[src/sv/pps_pkg.sv]
// Package for the preemptive priority scheduler.
// Holds field widths, operation codes and the task table record types.
// No dependencies; imported by every module of the block.
package pps_pkg;

    localparam int TIME_W             = 16;
    localparam int PRIO_W             = 8;
    localparam int SLOT_W             = 3;
    localparam int DEFAULT_TASK_SLOTS = 8;

    localparam logic [TIME_W-1:0] TIME_MAX = {TIME_W{1'b1}};

    localparam logic OP_LOAD = 1'b0;
    localparam logic OP_TICK = 1'b1;

    typedef struct packed {
        logic [TIME_W-1:0] arrive;
        logic [TIME_W-1:0] burst;
        logic [PRIO_W-1:0] prio;
        logic [TIME_W-1:0] work;
    } entry_t;

    typedef struct packed {
        logic load_we;
        logic work_we;
    } tbl_wr_t;

endpackage

[src/sv/pps_table.sv]
// Task table of the preemptive priority scheduler: arrival, burst, priority
// and work-left memories with one registered read port and one write port.
// Depends on pps_pkg; a per-slot flag marks slots with work left.
module pps_table #(
    parameter int TASK_SLOTS = pps_pkg::DEFAULT_TASK_SLOTS,
    parameter int ADDR_W     = 3
) (
    input  logic             clk,
    input  logic             rst_n,
    input  logic [ADDR_W-1:0] rd_addr,
    output pps_pkg::entry_t  rd_data,
    output logic             rd_busy,
    input  logic [ADDR_W-1:0] wr_addr,
    input  pps_pkg::tbl_wr_t wr_ctl,
    input  pps_pkg::entry_t  wr_data,
    output logic             none_busy
);
    import pps_pkg::*;

    logic [TIME_W-1:0] arrive_mem [TASK_SLOTS];
    logic [TIME_W-1:0] burst_mem  [TASK_SLOTS];
    logic [PRIO_W-1:0] prio_mem   [TASK_SLOTS];
    logic [TIME_W-1:0] work_mem   [TASK_SLOTS];

    entry_t                rd_data_reg;
    logic                  rd_busy_reg;
    logic [TASK_SLOTS-1:0] busy_reg;
    logic [TASK_SLOTS-1:0] busy_next;

    always_comb
    begin
        busy_next = busy_reg;
        if (wr_ctl.load_we || wr_ctl.work_we)
        begin
            busy_next[wr_addr] = (wr_data.work != '0);
        end
    end

    always_ff @(posedge clk or negedge rst_n)
    begin
        if (!rst_n)
        begin
            busy_reg <= '0;
        end
        else
        begin
            busy_reg <= busy_next;
        end
    end

    always_ff @(posedge clk)
    begin
        if (wr_ctl.load_we)
        begin
            arrive_mem[wr_addr] <= wr_data.arrive;
            burst_mem[wr_addr]  <= wr_data.burst;
            prio_mem[wr_addr]   <= wr_data.prio;
        end
        if (wr_ctl.load_we || wr_ctl.work_we)
        begin
            work_mem[wr_addr] <= wr_data.work;
        end
        rd_data_reg.arrive <= arrive_mem[rd_addr];
        rd_data_reg.burst  <= burst_mem[rd_addr];
        rd_data_reg.prio   <= prio_mem[rd_addr];
        rd_data_reg.work   <= work_mem[rd_addr];
        rd_busy_reg        <= busy_reg[rd_addr];
    end

    assign rd_data   = rd_data_reg;
    assign rd_busy   = rd_busy_reg;
    assign none_busy = ~|busy_reg;

endmodule

[src/sv/pps_ctrl.sv]
// Sequencer of the preemptive priority scheduler: scans the task table through
// one shared compare unit, updates the chosen task and the clock, and reports.
// Depends on pps_pkg and drives the ports of pps_table.
module pps_ctrl #(
    parameter int TASK_SLOTS = pps_pkg::DEFAULT_TASK_SLOTS,
    parameter int ADDR_W     = 3
) (
    input  logic                          clk,
    input  logic                          rst_n,
    input  logic                          start,
    output logic                          busy,
    input  logic                          operation,
    input  logic [pps_pkg::SLOT_W-1:0]    slot,
    input  logic [pps_pkg::TIME_W-1:0]    arrive_time,
    input  logic [pps_pkg::TIME_W-1:0]    burst_length,
    input  logic [pps_pkg::PRIO_W-1:0]    task_priority,
    output logic                          done,
    output logic                          idle,
    output logic [pps_pkg::SLOT_W-1:0]    running_slot,
    output logic                          finished,
    output logic [pps_pkg::TIME_W-1:0]    finish_time,
    output logic [pps_pkg::TIME_W-1:0]    turnaround_time,
    output logic [pps_pkg::TIME_W-1:0]    wait_time,
    output logic                          all_done,
    output logic [ADDR_W-1:0]             rd_addr,
    input  pps_pkg::entry_t               rd_data,
    input  logic                          rd_busy,
    output logic [ADDR_W-1:0]             wr_addr,
    output pps_pkg::tbl_wr_t              wr_ctl,
    output pps_pkg::entry_t               wr_data,
    input  logic                          none_busy
);
    import pps_pkg::*;

    localparam int CNT_W = (TASK_SLOTS > 1) ? $clog2(TASK_SLOTS + 1) : 1;

    typedef enum logic [3:0] {
        ST_IDLE   = 4'b0001,
        ST_SCAN   = 4'b0010,
        ST_UPDATE = 4'b0100,
        ST_REPORT = 4'b1000
    } state_t;

    state_t            state_reg, state_next;
    logic [CNT_W-1:0]  scan_cnt_reg, scan_cnt_next;
    logic              pend_reg, pend_next;
    logic [ADDR_W-1:0] pend_idx_reg, pend_idx_next;
    logic              found_reg, found_next;
    logic [TIME_W-1:0] time_reg, time_next;
    logic              done_reg, done_next;

    logic [ADDR_W-1:0] best_idx_reg, best_idx_next;
    logic [PRIO_W-1:0] best_prio_reg, best_prio_next;
    logic [TIME_W-1:0] best_arrive_reg, best_arrive_next;
    logic [TIME_W-1:0] best_burst_reg, best_burst_next;
    logic [TIME_W-1:0] best_work_reg, best_work_next;
    logic              fin_reg, fin_next;
    logic [TIME_W-1:0] tat_reg, tat_next;

    logic              idle_reg, idle_next;
    logic [SLOT_W-1:0] run_slot_reg, run_slot_next;
    logic              finished_reg, finished_next;
    logic [TIME_W-1:0] finish_time_reg, finish_time_next;
    logic [TIME_W-1:0] tat_out_reg, tat_out_next;
    logic [TIME_W-1:0] wait_out_reg, wait_out_next;
    logic              all_done_reg, all_done_next;

    logic              slot_ok;
    logic              cand;
    logic [TIME_W-1:0] time_inc;
    logic [TIME_W-1:0] tat_calc;
    logic [TIME_W-1:0] wait_calc;

    assign slot_ok   = (32'(slot) < TASK_SLOTS);
    assign cand      = pend_reg && rd_busy && (rd_data.arrive <= time_reg)
                       && (!found_reg || (rd_data.prio < best_prio_reg));
    assign time_inc  = (time_reg == TIME_MAX) ? time_reg : time_reg + 16'd1;
    assign tat_calc  = time_inc - best_arrive_reg;
    assign wait_calc = (tat_reg > best_burst_reg) ? tat_reg - best_burst_reg : '0;

    always_comb
    begin
        state_next       = state_reg;
        scan_cnt_next    = scan_cnt_reg;
        pend_next        = pend_reg;
        pend_idx_next    = pend_idx_reg;
        found_next       = found_reg;
        time_next        = time_reg;
        done_next        = 1'b0;
        best_idx_next    = best_idx_reg;
        best_prio_next   = best_prio_reg;
        best_arrive_next = best_arrive_reg;
        best_burst_next  = best_burst_reg;
        best_work_next   = best_work_reg;
        fin_next         = fin_reg;
        tat_next         = tat_reg;
        idle_next        = idle_reg;
        run_slot_next    = run_slot_reg;
        finished_next    = finished_reg;
        finish_time_next = finish_time_reg;
        tat_out_next     = tat_out_reg;
        wait_out_next    = wait_out_reg;
        all_done_next    = all_done_reg;

        rd_addr        = scan_cnt_reg[ADDR_W-1:0];
        wr_ctl         = '0;
        wr_addr        = best_idx_reg;
        wr_data.arrive = best_arrive_reg;
        wr_data.burst  = best_burst_reg;
        wr_data.prio   = best_prio_reg;
        wr_data.work   = best_work_reg - 16'd1;

        case (state_reg)
            ST_IDLE:
            begin
                if (start)
                begin
                    if (operation == OP_LOAD)
                    begin
                        wr_ctl.load_we = slot_ok;
                        wr_addr        = ADDR_W'(slot);
                        wr_data.arrive = arrive_time;
                        wr_data.burst  = burst_length;
                        wr_data.prio   = task_priority;
                        wr_data.work   = burst_length;
                    end
                    else
                    begin
                        state_next    = ST_SCAN;
                        scan_cnt_next = '0;
                        pend_next     = 1'b0;
                        found_next    = 1'b0;
                    end
                end
            end
            ST_SCAN:
            begin
                if (cand)
                begin
                    found_next       = 1'b1;
                    best_idx_next    = pend_idx_reg;
                    best_prio_next   = rd_data.prio;
                    best_arrive_next = rd_data.arrive;
                    best_burst_next  = rd_data.burst;
                    best_work_next   = rd_data.work;
                end
                if (scan_cnt_reg < CNT_W'(TASK_SLOTS))
                begin
                    pend_next     = 1'b1;
                    pend_idx_next = scan_cnt_reg[ADDR_W-1:0];
                    scan_cnt_next = scan_cnt_reg + 1'b1;
                end
                else
                begin
                    pend_next  = 1'b0;
                    state_next = ST_UPDATE;
                end
            end
            ST_UPDATE:
            begin
                time_next      = time_inc;
                wr_ctl.work_we = found_reg;
                fin_next       = found_reg && (best_work_reg == 16'd1);
                tat_next       = tat_calc;
                state_next     = ST_REPORT;
            end
            ST_REPORT:
            begin
                done_next        = 1'b1;
                idle_next        = !found_reg;
                run_slot_next    = found_reg ? SLOT_W'(best_idx_reg) : '0;
                finished_next    = fin_reg;
                finish_time_next = time_reg;
                tat_out_next     = fin_reg ? tat_reg : '0;
                wait_out_next    = fin_reg ? wait_calc : '0;
                all_done_next    = none_busy;
                state_next       = ST_IDLE;
            end
            default:
            begin
                state_next = ST_IDLE;
            end
        endcase
    end

    always_ff @(posedge clk or negedge rst_n)
    begin
        if (!rst_n)
        begin
            state_reg    <= ST_IDLE;
            scan_cnt_reg <= '0;
            pend_reg     <= 1'b0;
            found_reg    <= 1'b0;
            time_reg     <= '0;
            done_reg     <= 1'b0;
        end
        else
        begin
            state_reg    <= state_next;
            scan_cnt_reg <= scan_cnt_next;
            pend_reg     <= pend_next;
            found_reg    <= found_next;
            time_reg     <= time_next;
            done_reg     <= done_next;
        end
    end

    always_ff @(posedge clk)
    begin
        pend_idx_reg    <= pend_idx_next;
        best_idx_reg    <= best_idx_next;
        best_prio_reg   <= best_prio_next;
        best_arrive_reg <= best_arrive_next;
        best_burst_reg  <= best_burst_next;
        best_work_reg   <= best_work_next;
        fin_reg         <= fin_next;
        tat_reg         <= tat_next;
        idle_reg        <= idle_next;
        run_slot_reg    <= run_slot_next;
        finished_reg    <= finished_next;
        finish_time_reg <= finish_time_next;
        tat_out_reg     <= tat_out_next;
        wait_out_reg    <= wait_out_next;
        all_done_reg    <= all_done_next;
    end

    assign busy            = (state_reg != ST_IDLE);
    assign done            = done_reg;
    assign idle            = idle_reg;
    assign running_slot    = run_slot_reg;
    assign finished        = finished_reg;
    assign finish_time     = finish_time_reg;
    assign turnaround_time = tat_out_reg;
    assign wait_time       = wait_out_reg;
    assign all_done        = all_done_reg;

    a_done_after_report: assert property (@(posedge clk) disable iff (!rst_n)
        done_reg |-> $past(state_reg) == ST_REPORT)
        else $error("Result strobe without a report step.");

    a_finish_not_idle: assert property (@(posedge clk) disable iff (!rst_n)
        done_reg && finished_reg |-> !idle_reg)
        else $error("Finished task reported on an idle tick.");

    a_unfinished_zero: assert property (@(posedge clk) disable iff (!rst_n)
        done_reg && !finished_reg |-> tat_out_reg == '0 && wait_out_reg == '0)
        else $error("Times reported for a task that did not finish.");

    a_time_step: assert property (@(posedge clk) disable iff (!rst_n)
        state_reg == ST_UPDATE |=>
            (time_reg == $past(time_reg) || time_reg == $past(time_reg) + 16'd1))
        else $error("Current time moved by more than one unit.");

    a_scan_bound: assert property (@(posedge clk) disable iff (!rst_n)
        scan_cnt_reg <= CNT_W'(TASK_SLOTS))
        else $error("Scan counter ran past the table.");

endmodule

[src/sv/preemptive_priority_scheduler.sv]
// Top level of the preemptive priority scheduler.
// Depends on pps_pkg, pps_table and pps_ctrl.
//
// A load transfer (operation 0) writes one task slot in the accepting cycle and
// keeps busy low, so another transfer may follow at once; loads to slots at or
// above TASK_SLOTS are dropped. A tick transfer (operation 1) raises busy, and done
// pulses for one cycle in the first cycle in which busy is low again; the length
// of the busy phase is set by the scan of the task table through
// its single read port, one slot per cycle, followed by an update and a report
// step. The receiver cannot stall: the result is valid only in the cycle done is
// high, and a new transfer may be started in that same cycle.
module preemptive_priority_scheduler #(
    parameter int TASK_SLOTS = pps_pkg::DEFAULT_TASK_SLOTS
) (
    input  logic                       clk,
    input  logic                       rst_n,
    input  logic                       start,
    output logic                       busy,
    input  logic                       operation,
    input  logic [pps_pkg::SLOT_W-1:0] slot,
    input  logic [pps_pkg::TIME_W-1:0] arrive_time,
    input  logic [pps_pkg::TIME_W-1:0] burst_length,
    input  logic [pps_pkg::PRIO_W-1:0] task_priority,
    output logic                       done,
    output logic                       idle,
    output logic [pps_pkg::SLOT_W-1:0] running_slot,
    output logic                       finished,
    output logic [pps_pkg::TIME_W-1:0] finish_time,
    output logic [pps_pkg::TIME_W-1:0] turnaround_time,
    output logic [pps_pkg::TIME_W-1:0] wait_time,
    output logic                       all_done
);
    import pps_pkg::*;

    localparam int ADDR_W = (TASK_SLOTS > 1) ? $clog2(TASK_SLOTS) : 1;

    logic [ADDR_W-1:0] rd_addr;
    entry_t            rd_data;
    logic              rd_busy;
    logic [ADDR_W-1:0] wr_addr;
    tbl_wr_t           wr_ctl;
    entry_t            wr_data;
    logic              none_busy;

    pps_table #(
        .TASK_SLOTS (TASK_SLOTS),
        .ADDR_W     (ADDR_W)
    ) u_table (
        .clk       (clk),
        .rst_n     (rst_n),
        .rd_addr   (rd_addr),
        .rd_data   (rd_data),
        .rd_busy   (rd_busy),
        .wr_addr   (wr_addr),
        .wr_ctl    (wr_ctl),
        .wr_data   (wr_data),
        .none_busy (none_busy)
    );

    pps_ctrl #(
        .TASK_SLOTS (TASK_SLOTS),
        .ADDR_W     (ADDR_W)
    ) u_ctrl (
        .clk             (clk),
        .rst_n           (rst_n),
        .start           (start),
        .busy            (busy),
        .operation       (operation),
        .slot            (slot),
        .arrive_time     (arrive_time),
        .burst_length    (burst_length),
        .task_priority   (task_priority),
        .done            (done),
        .idle            (idle),
        .running_slot    (running_slot),
        .finished        (finished),
        .finish_time     (finish_time),
        .turnaround_time (turnaround_time),
        .wait_time       (wait_time),
        .all_done        (all_done),
        .rd_addr         (rd_addr),
        .rd_data         (rd_data),
        .rd_busy         (rd_busy),
        .wr_addr         (wr_addr),
        .wr_ctl          (wr_ctl),
        .wr_data         (wr_data),
        .none_busy       (none_busy)
    );

endmodule
[config.mk]
export PLATFORM = sky130hd
export DESIGN_NAME = preemptive_priority_scheduler
export DESIGN_NICKNAME = d
export VERILOG_FILES = /design/src/sv/pps_pkg.sv /design/src/sv/pps_table.sv /design/src/sv/pps_ctrl.sv /design/src/sv/preemptive_priority_scheduler.sv
export SDC_FILE = /design/constraint.sdc
export NUM_CORES = 1
export LEC_CHECK = 0
export BUFFER_PORTS_ARGS = -buffer_cell sky130_fd_sc_hd__buf_2
export CORE_ASPECT_RATIO = 1.1
export CORE_UTILIZATION = 55
export CTS_CLUSTER_DIAMETER = 200
export DETAILED_ROUTE_END_ITERATION = 8
export PLACE_DENSITY = 0.72
export SYNTH_ARGS = -nofsm -noshare
export SYNTH_HDL_FRONTEND = slang
export SYNTH_HIERARCHICAL = 1
export SYNTH_SLANG_ARGS = --single-unit
[constraint.sdc]
create_clock -name clk -period 7.4 [get_ports clk]
set_input_delay 2.22 -clock clk [delete_from_list [all_inputs] [get_ports clk]]
set_output_delay 2.22 -clock clk [all_outputs]
set_load 0.05 [all_outputs]
==> impl_metrics.env <==
export IMPL_status="finished, final reports clean"
export IMPL_layout_top_registers="u_table/arrive_mem x128, u_table/burst_mem x128, u_table/work_mem x128"
export IMPL_port_buffer_count=102
export IMPL_grt_antenna_before_repair=1
export IMPL_ctsHoldBuffers=0
export IMPL_power_internal_mw=6.853
export IMPL_cp_arrival_ns=5.73
export IMPL_drt_first_iter_violations=1338
export IMPL_ys_async_sr_fraction_pct=5.201
export IMPL_critPathKind="in -> reg"
export IMPL_synth_seq_cells=673
export IMPL_floorplan_die_width_um=213.7
export IMPL_timing_critical_path_buf_inv=3
export IMPL_finalWirelength_um=59100
export IMPL_endpoint_kind="flip-flop"
export IMPL_post_cts_setup_buffer_count=0
export IMPL_clock_skew_ns=0.03131
export IMPL_dr_total_vias=14280
export IMPL_share_comb_of_total_power_pct=12.6
export IMPL_finish_net_count=1820
export IMPL_worst_setup_path_start_kind="input pin"
export IMPL_final_hpwl_from_detailed_placement_um=38780
export IMPL_diodes=0
export IMPL_synthesis_area_per_instance_um2=17.30
export IMPL_syn_instance_count=1567
export IMPL_drtPass1Iterations=5
export IMPL_layout_setup_ws_ns=2.137
export IMPL_synth_yosys_seq_area_share_pct=71.79
export IMPL_synth_warning_count=6
export IMPL_crit_family="simple AND/OR/NAND/NOR gates"
export IMPL_total_die_area_um2=50190
export IMPL_maxCapViolCount=0
export IMPL_timing_final_crit_period_ns=5.263
export IMPL_min_period_over_period_pct=71.12
export IMPL_hold_path_class="reg -> reg"
export IMPL_cts_made_buffers=67
export IMPL_preCtsSetupSlack_ns=1.625
export IMPL_placeable_area_um2=48240
export IMPL_setup_viol=0
export IMPL_synth_edff_count=581
export IMPL_clock_input_transition_at_the_sequential_cells_of_the_worst_setup_and_hold_paths_ns=0.06
export IMPL_floorplan_initialDensity_pct=56.20
export IMPL_crit_path_max_fanout=55
export IMPL_share_of_final_layout_standard_cells_stronger_than_drive_strength_1_pct=24.41
export IMPL_floorplan_rows=84
export IMPL_number_of_antenna_violating_nets_in_the_routed_design=0
export IMPL_slew_headroom_pct=29.13
export IMPL_power_density_nw_per_um2=292.3
export IMPL_detail_route_vias_per_cell=5.922
export IMPL_required_ns=7.87
export IMPL_synthDistinctLibCells=65
export IMPL_timing_final_hold_violations=0
export IMPL_netSwitchingFraction_pct=23.25
export IMPL_fmax_ghz=0.1900
export IMPL_power_ir_vdd_worst_uv=236.8
export IMPL_numClockSinks=673
export IMPL_crit_path_cell_trace="buf_2 > nand2_1 > or2_1 > clkinv_2 > buf_4 > nand2_1 > o21ai_0 > nor4_1 > nand4_1 > mux2_2"
export IMPL_grt_util_all_layers_pct=24.40
export IMPL_actual_transition_at_the_worst_max_transition_pin_ns=1.052
export IMPL_power_frac_clock_pct=36.6
export IMPL_crit_slowest_cell="sky130_fd_sc_hd__clkinv_2"
export IMPL_cts_tree="done"
export IMPL_grt_max_degree=64
export IMPL_via_count_of_the_first_global_routing_pass=14600
export IMPL_clk_insertion_delay_late_ns=0.61
export IMPL_gp_congestion=0.8922
export IMPL_critical_path_max_stage_delay_ns=0.67
export IMPL_power_switching_mw=2.076
export IMPL_worst_path_most_repeated_cell="sky130_fd_sc_hd__nand2_1"
export IMPL_syn_num_nets=1674
export IMPL_cts_root_buf="sky130_fd_sc_hd__clkbuf_16"
export IMPL_cts_max_path_buffers=3
export IMPL_timing_final_max_slew_violations=0
export IMPL_static_leakage_nw=10.41
export IMPL_proportion_of_power_drawn_by_flip_flops_and_latches_pct=50.9
export IMPL_layout_area_overhead_vs_synth_pct=12.68
export IMPL_setup_repair_after_global_routing_missed_its_margin="no"
export IMPL_route_detailed_wl_per_inst_um=24.51
export IMPL_fill_cell_instance_count_of_the_final_layout=3370
export IMPL_globalRoute_totalOverflow=0
export IMPL_dieHeight_um=234.9
export IMPL_finalSetupTns_ns=0
export IMPL_design_portCount=103
export IMPL_grt_pass1_wl_um=88740
export IMPL_synthesis_area_um2=27110
export IMPL_synth_top_flop_cell="sky130_fd_sc_hd__edfxtp_1"
export IMPL_drc_violation_count_after_routing=0
export IMPL_cts_resized_gates=0
export IMPL_clock_tree_htree_level_count=3
-- Yosys cell counts (3+ instances only) --
cell,count,area [um^2]
sky130_fd_sc_hd__dfrtp_1,34,850.8
sky130_fd_sc_hd__mux4_2,114,2567
sky130_fd_sc_hd__edfxtp_1,581,17450
sky130_fd_sc_hd__clkbuf_1,24,90.09
sky130_fd_sc_hd__a31oi_1,8,50.05
sky130_fd_sc_hd__xor2_1,11,96.34
sky130_fd_sc_hd__or4_1,3,22.52
sky130_fd_sc_hd__o31ai_1,3,22.52
sky130_fd_sc_hd__nor3_1,19,95.09
sky130_fd_sc_hd__o21ai_0,72,360.4
sky130_fd_sc_hd__o21bai_1,3,22.52
sky130_fd_sc_hd__nor2b_1,5,31.28
sky130_fd_sc_hd__o21a_1,9,67.56
sky130_fd_sc_hd__and3_1,5,31.28
sky130_fd_sc_hd__buf_6,7,78.83
sky130_fd_sc_hd__buf_4,5,37.54
sky130_fd_sc_hd__a21oi_1,40,200.2
sky130_fd_sc_hd__nor2_1,70,262.8
sky130_fd_sc_hd__dfxtp_1,57,1141
sky130_fd_sc_hd__nand4_1,11,68.82
sky130_fd_sc_hd__inv_1,70,262.8
sky130_fd_sc_hd__nand2_1,99,371.6
sky130_fd_sc_hd__xnor2_1,47,411.6
sky130_fd_sc_hd__mux2i_1,3,30.03
sky130_fd_sc_hd__nand2b_1,8,50.05
sky130_fd_sc_hd__buf_2,19,95.09
sky130_fd_sc_hd__a21o_1,17,127.6
sky130_fd_sc_hd__nand3_1,19,95.09
sky130_fd_sc_hd__nor4_1,13,81.33
sky130_fd_sc_hd__ha_1,58,725.7
sky130_fd_sc_hd__mux2_2,65,732.0
sky130_fd_sc_hd__and2_1,24,150.1
-- cell families (layout without fill, tap and decap cells) --
group / count (synthesis) / count (layout) / synth area share, %
AND/OR/NAND/NOR: 292 / 292 / 5.270
buffers and inverters: 127 / 326 / 2.114
flip-flops: 673 / 673 / 71.79
AO/OA/AOI/OAI: 175 / 175 / 3.844
adder cells (fa/ha/maj): 60 / 60 / 2.824
multiplexers: 182 / 182 / 12.28
XOR/XNOR: 58 / 58 / 1.874
-- power by group through the flow --
stage                     logic (mW)  registers [mW]  clock network (mW)
final                           1.12            4.54                3.27
after global routing            1.21            4.57                3.46
after CTS                       1.14            4.55                3.32
after detailed placement        1.12            4.63                   0
after global placement          1.10            4.62                   0
after floorplan                 1.01            4.49                   0
-- cell type report --
cell class                 instances  area, um^2  share of cell area [%]
tap                              645       807.0                   2.642
clock buffer                      89        1800                   5.893
timing repair buffer             132       735.7                   2.408
sequential                       673       19470                   63.74
multi-input combinational        767        7151                   23.41
clock inverter                    33       310.3                   1.016
inverter                          72       272.8                  0.8928
-- placed cells by master (no fill, tap or decap), types with 24 or more instances in the layout --
cell type,count
sky130_fd_sc_hd__a21oi_1,40
sky130_fd_sc_hd__and2_1,24
sky130_fd_sc_hd__buf_2,102
sky130_fd_sc_hd__buf_4,30
sky130_fd_sc_hd__clkbuf_16,68
sky130_fd_sc_hd__dfrtp_1,31
sky130_fd_sc_hd__dfxtp_1,57
sky130_fd_sc_hd__edfxtp_1,581
sky130_fd_sc_hd__ha_1,58
sky130_fd_sc_hd__inv_1,69
sky130_fd_sc_hd__mux2_2,65
sky130_fd_sc_hd__mux4_2,114
sky130_fd_sc_hd__nand2_1,99
sky130_fd_sc_hd__nor2_1,64
sky130_fd_sc_hd__o21ai_0,72
sky130_fd_sc_hd__xnor2_1,47
-- worst paths after layout --
path	endpoint	depth (start not counted)	from	slack (ns)
min in group asynchronous	u_ctrl/time_reg[9]	1	rst_n	1.78
max	u_table/busy_reg[6]	10	start	2.14
min	u_ctrl/best_burst_reg[9]	0	u_table/rd_data[33]	0.40
max reg2reg	u_table/arrive_mem[7][9]	8	u_ctrl/state_reg[0]	2.84
min reg2reg	u_ctrl/best_burst_reg[9]	0	u_table/rd_data[33]	0.40
max in group asynchronous	u_ctrl/scan_cnt_reg[0]	1	rst_n	4.90
-- routing by layer --
metal	global-route usage, %	share of wire, %	up-vias
met2	39.17	49	505
li1	-	-	6365
met1	32.85	41	7292
met4	9.870	3.2	2
met5	0	0.022	-
met3	4.758	6.9	114
-- metrics by stage --
stage               cells  power (mW)  area (um^2)  utilization [%]  hold slack (ns)
global route         2411       9.246        30550            63.33           0.4096
finish               2411       8.930        30550            63.33           0.3958
floorplan            1567       5.492        27110                -           0.3855
global placement     2289       5.726        28440            58.95           0.3858
detailed placement   2289       5.750        28440            58.95           0.3887
CTS                  2411       9.005        30550            63.33           0.3991
Power figures use the tool's default switching activity.
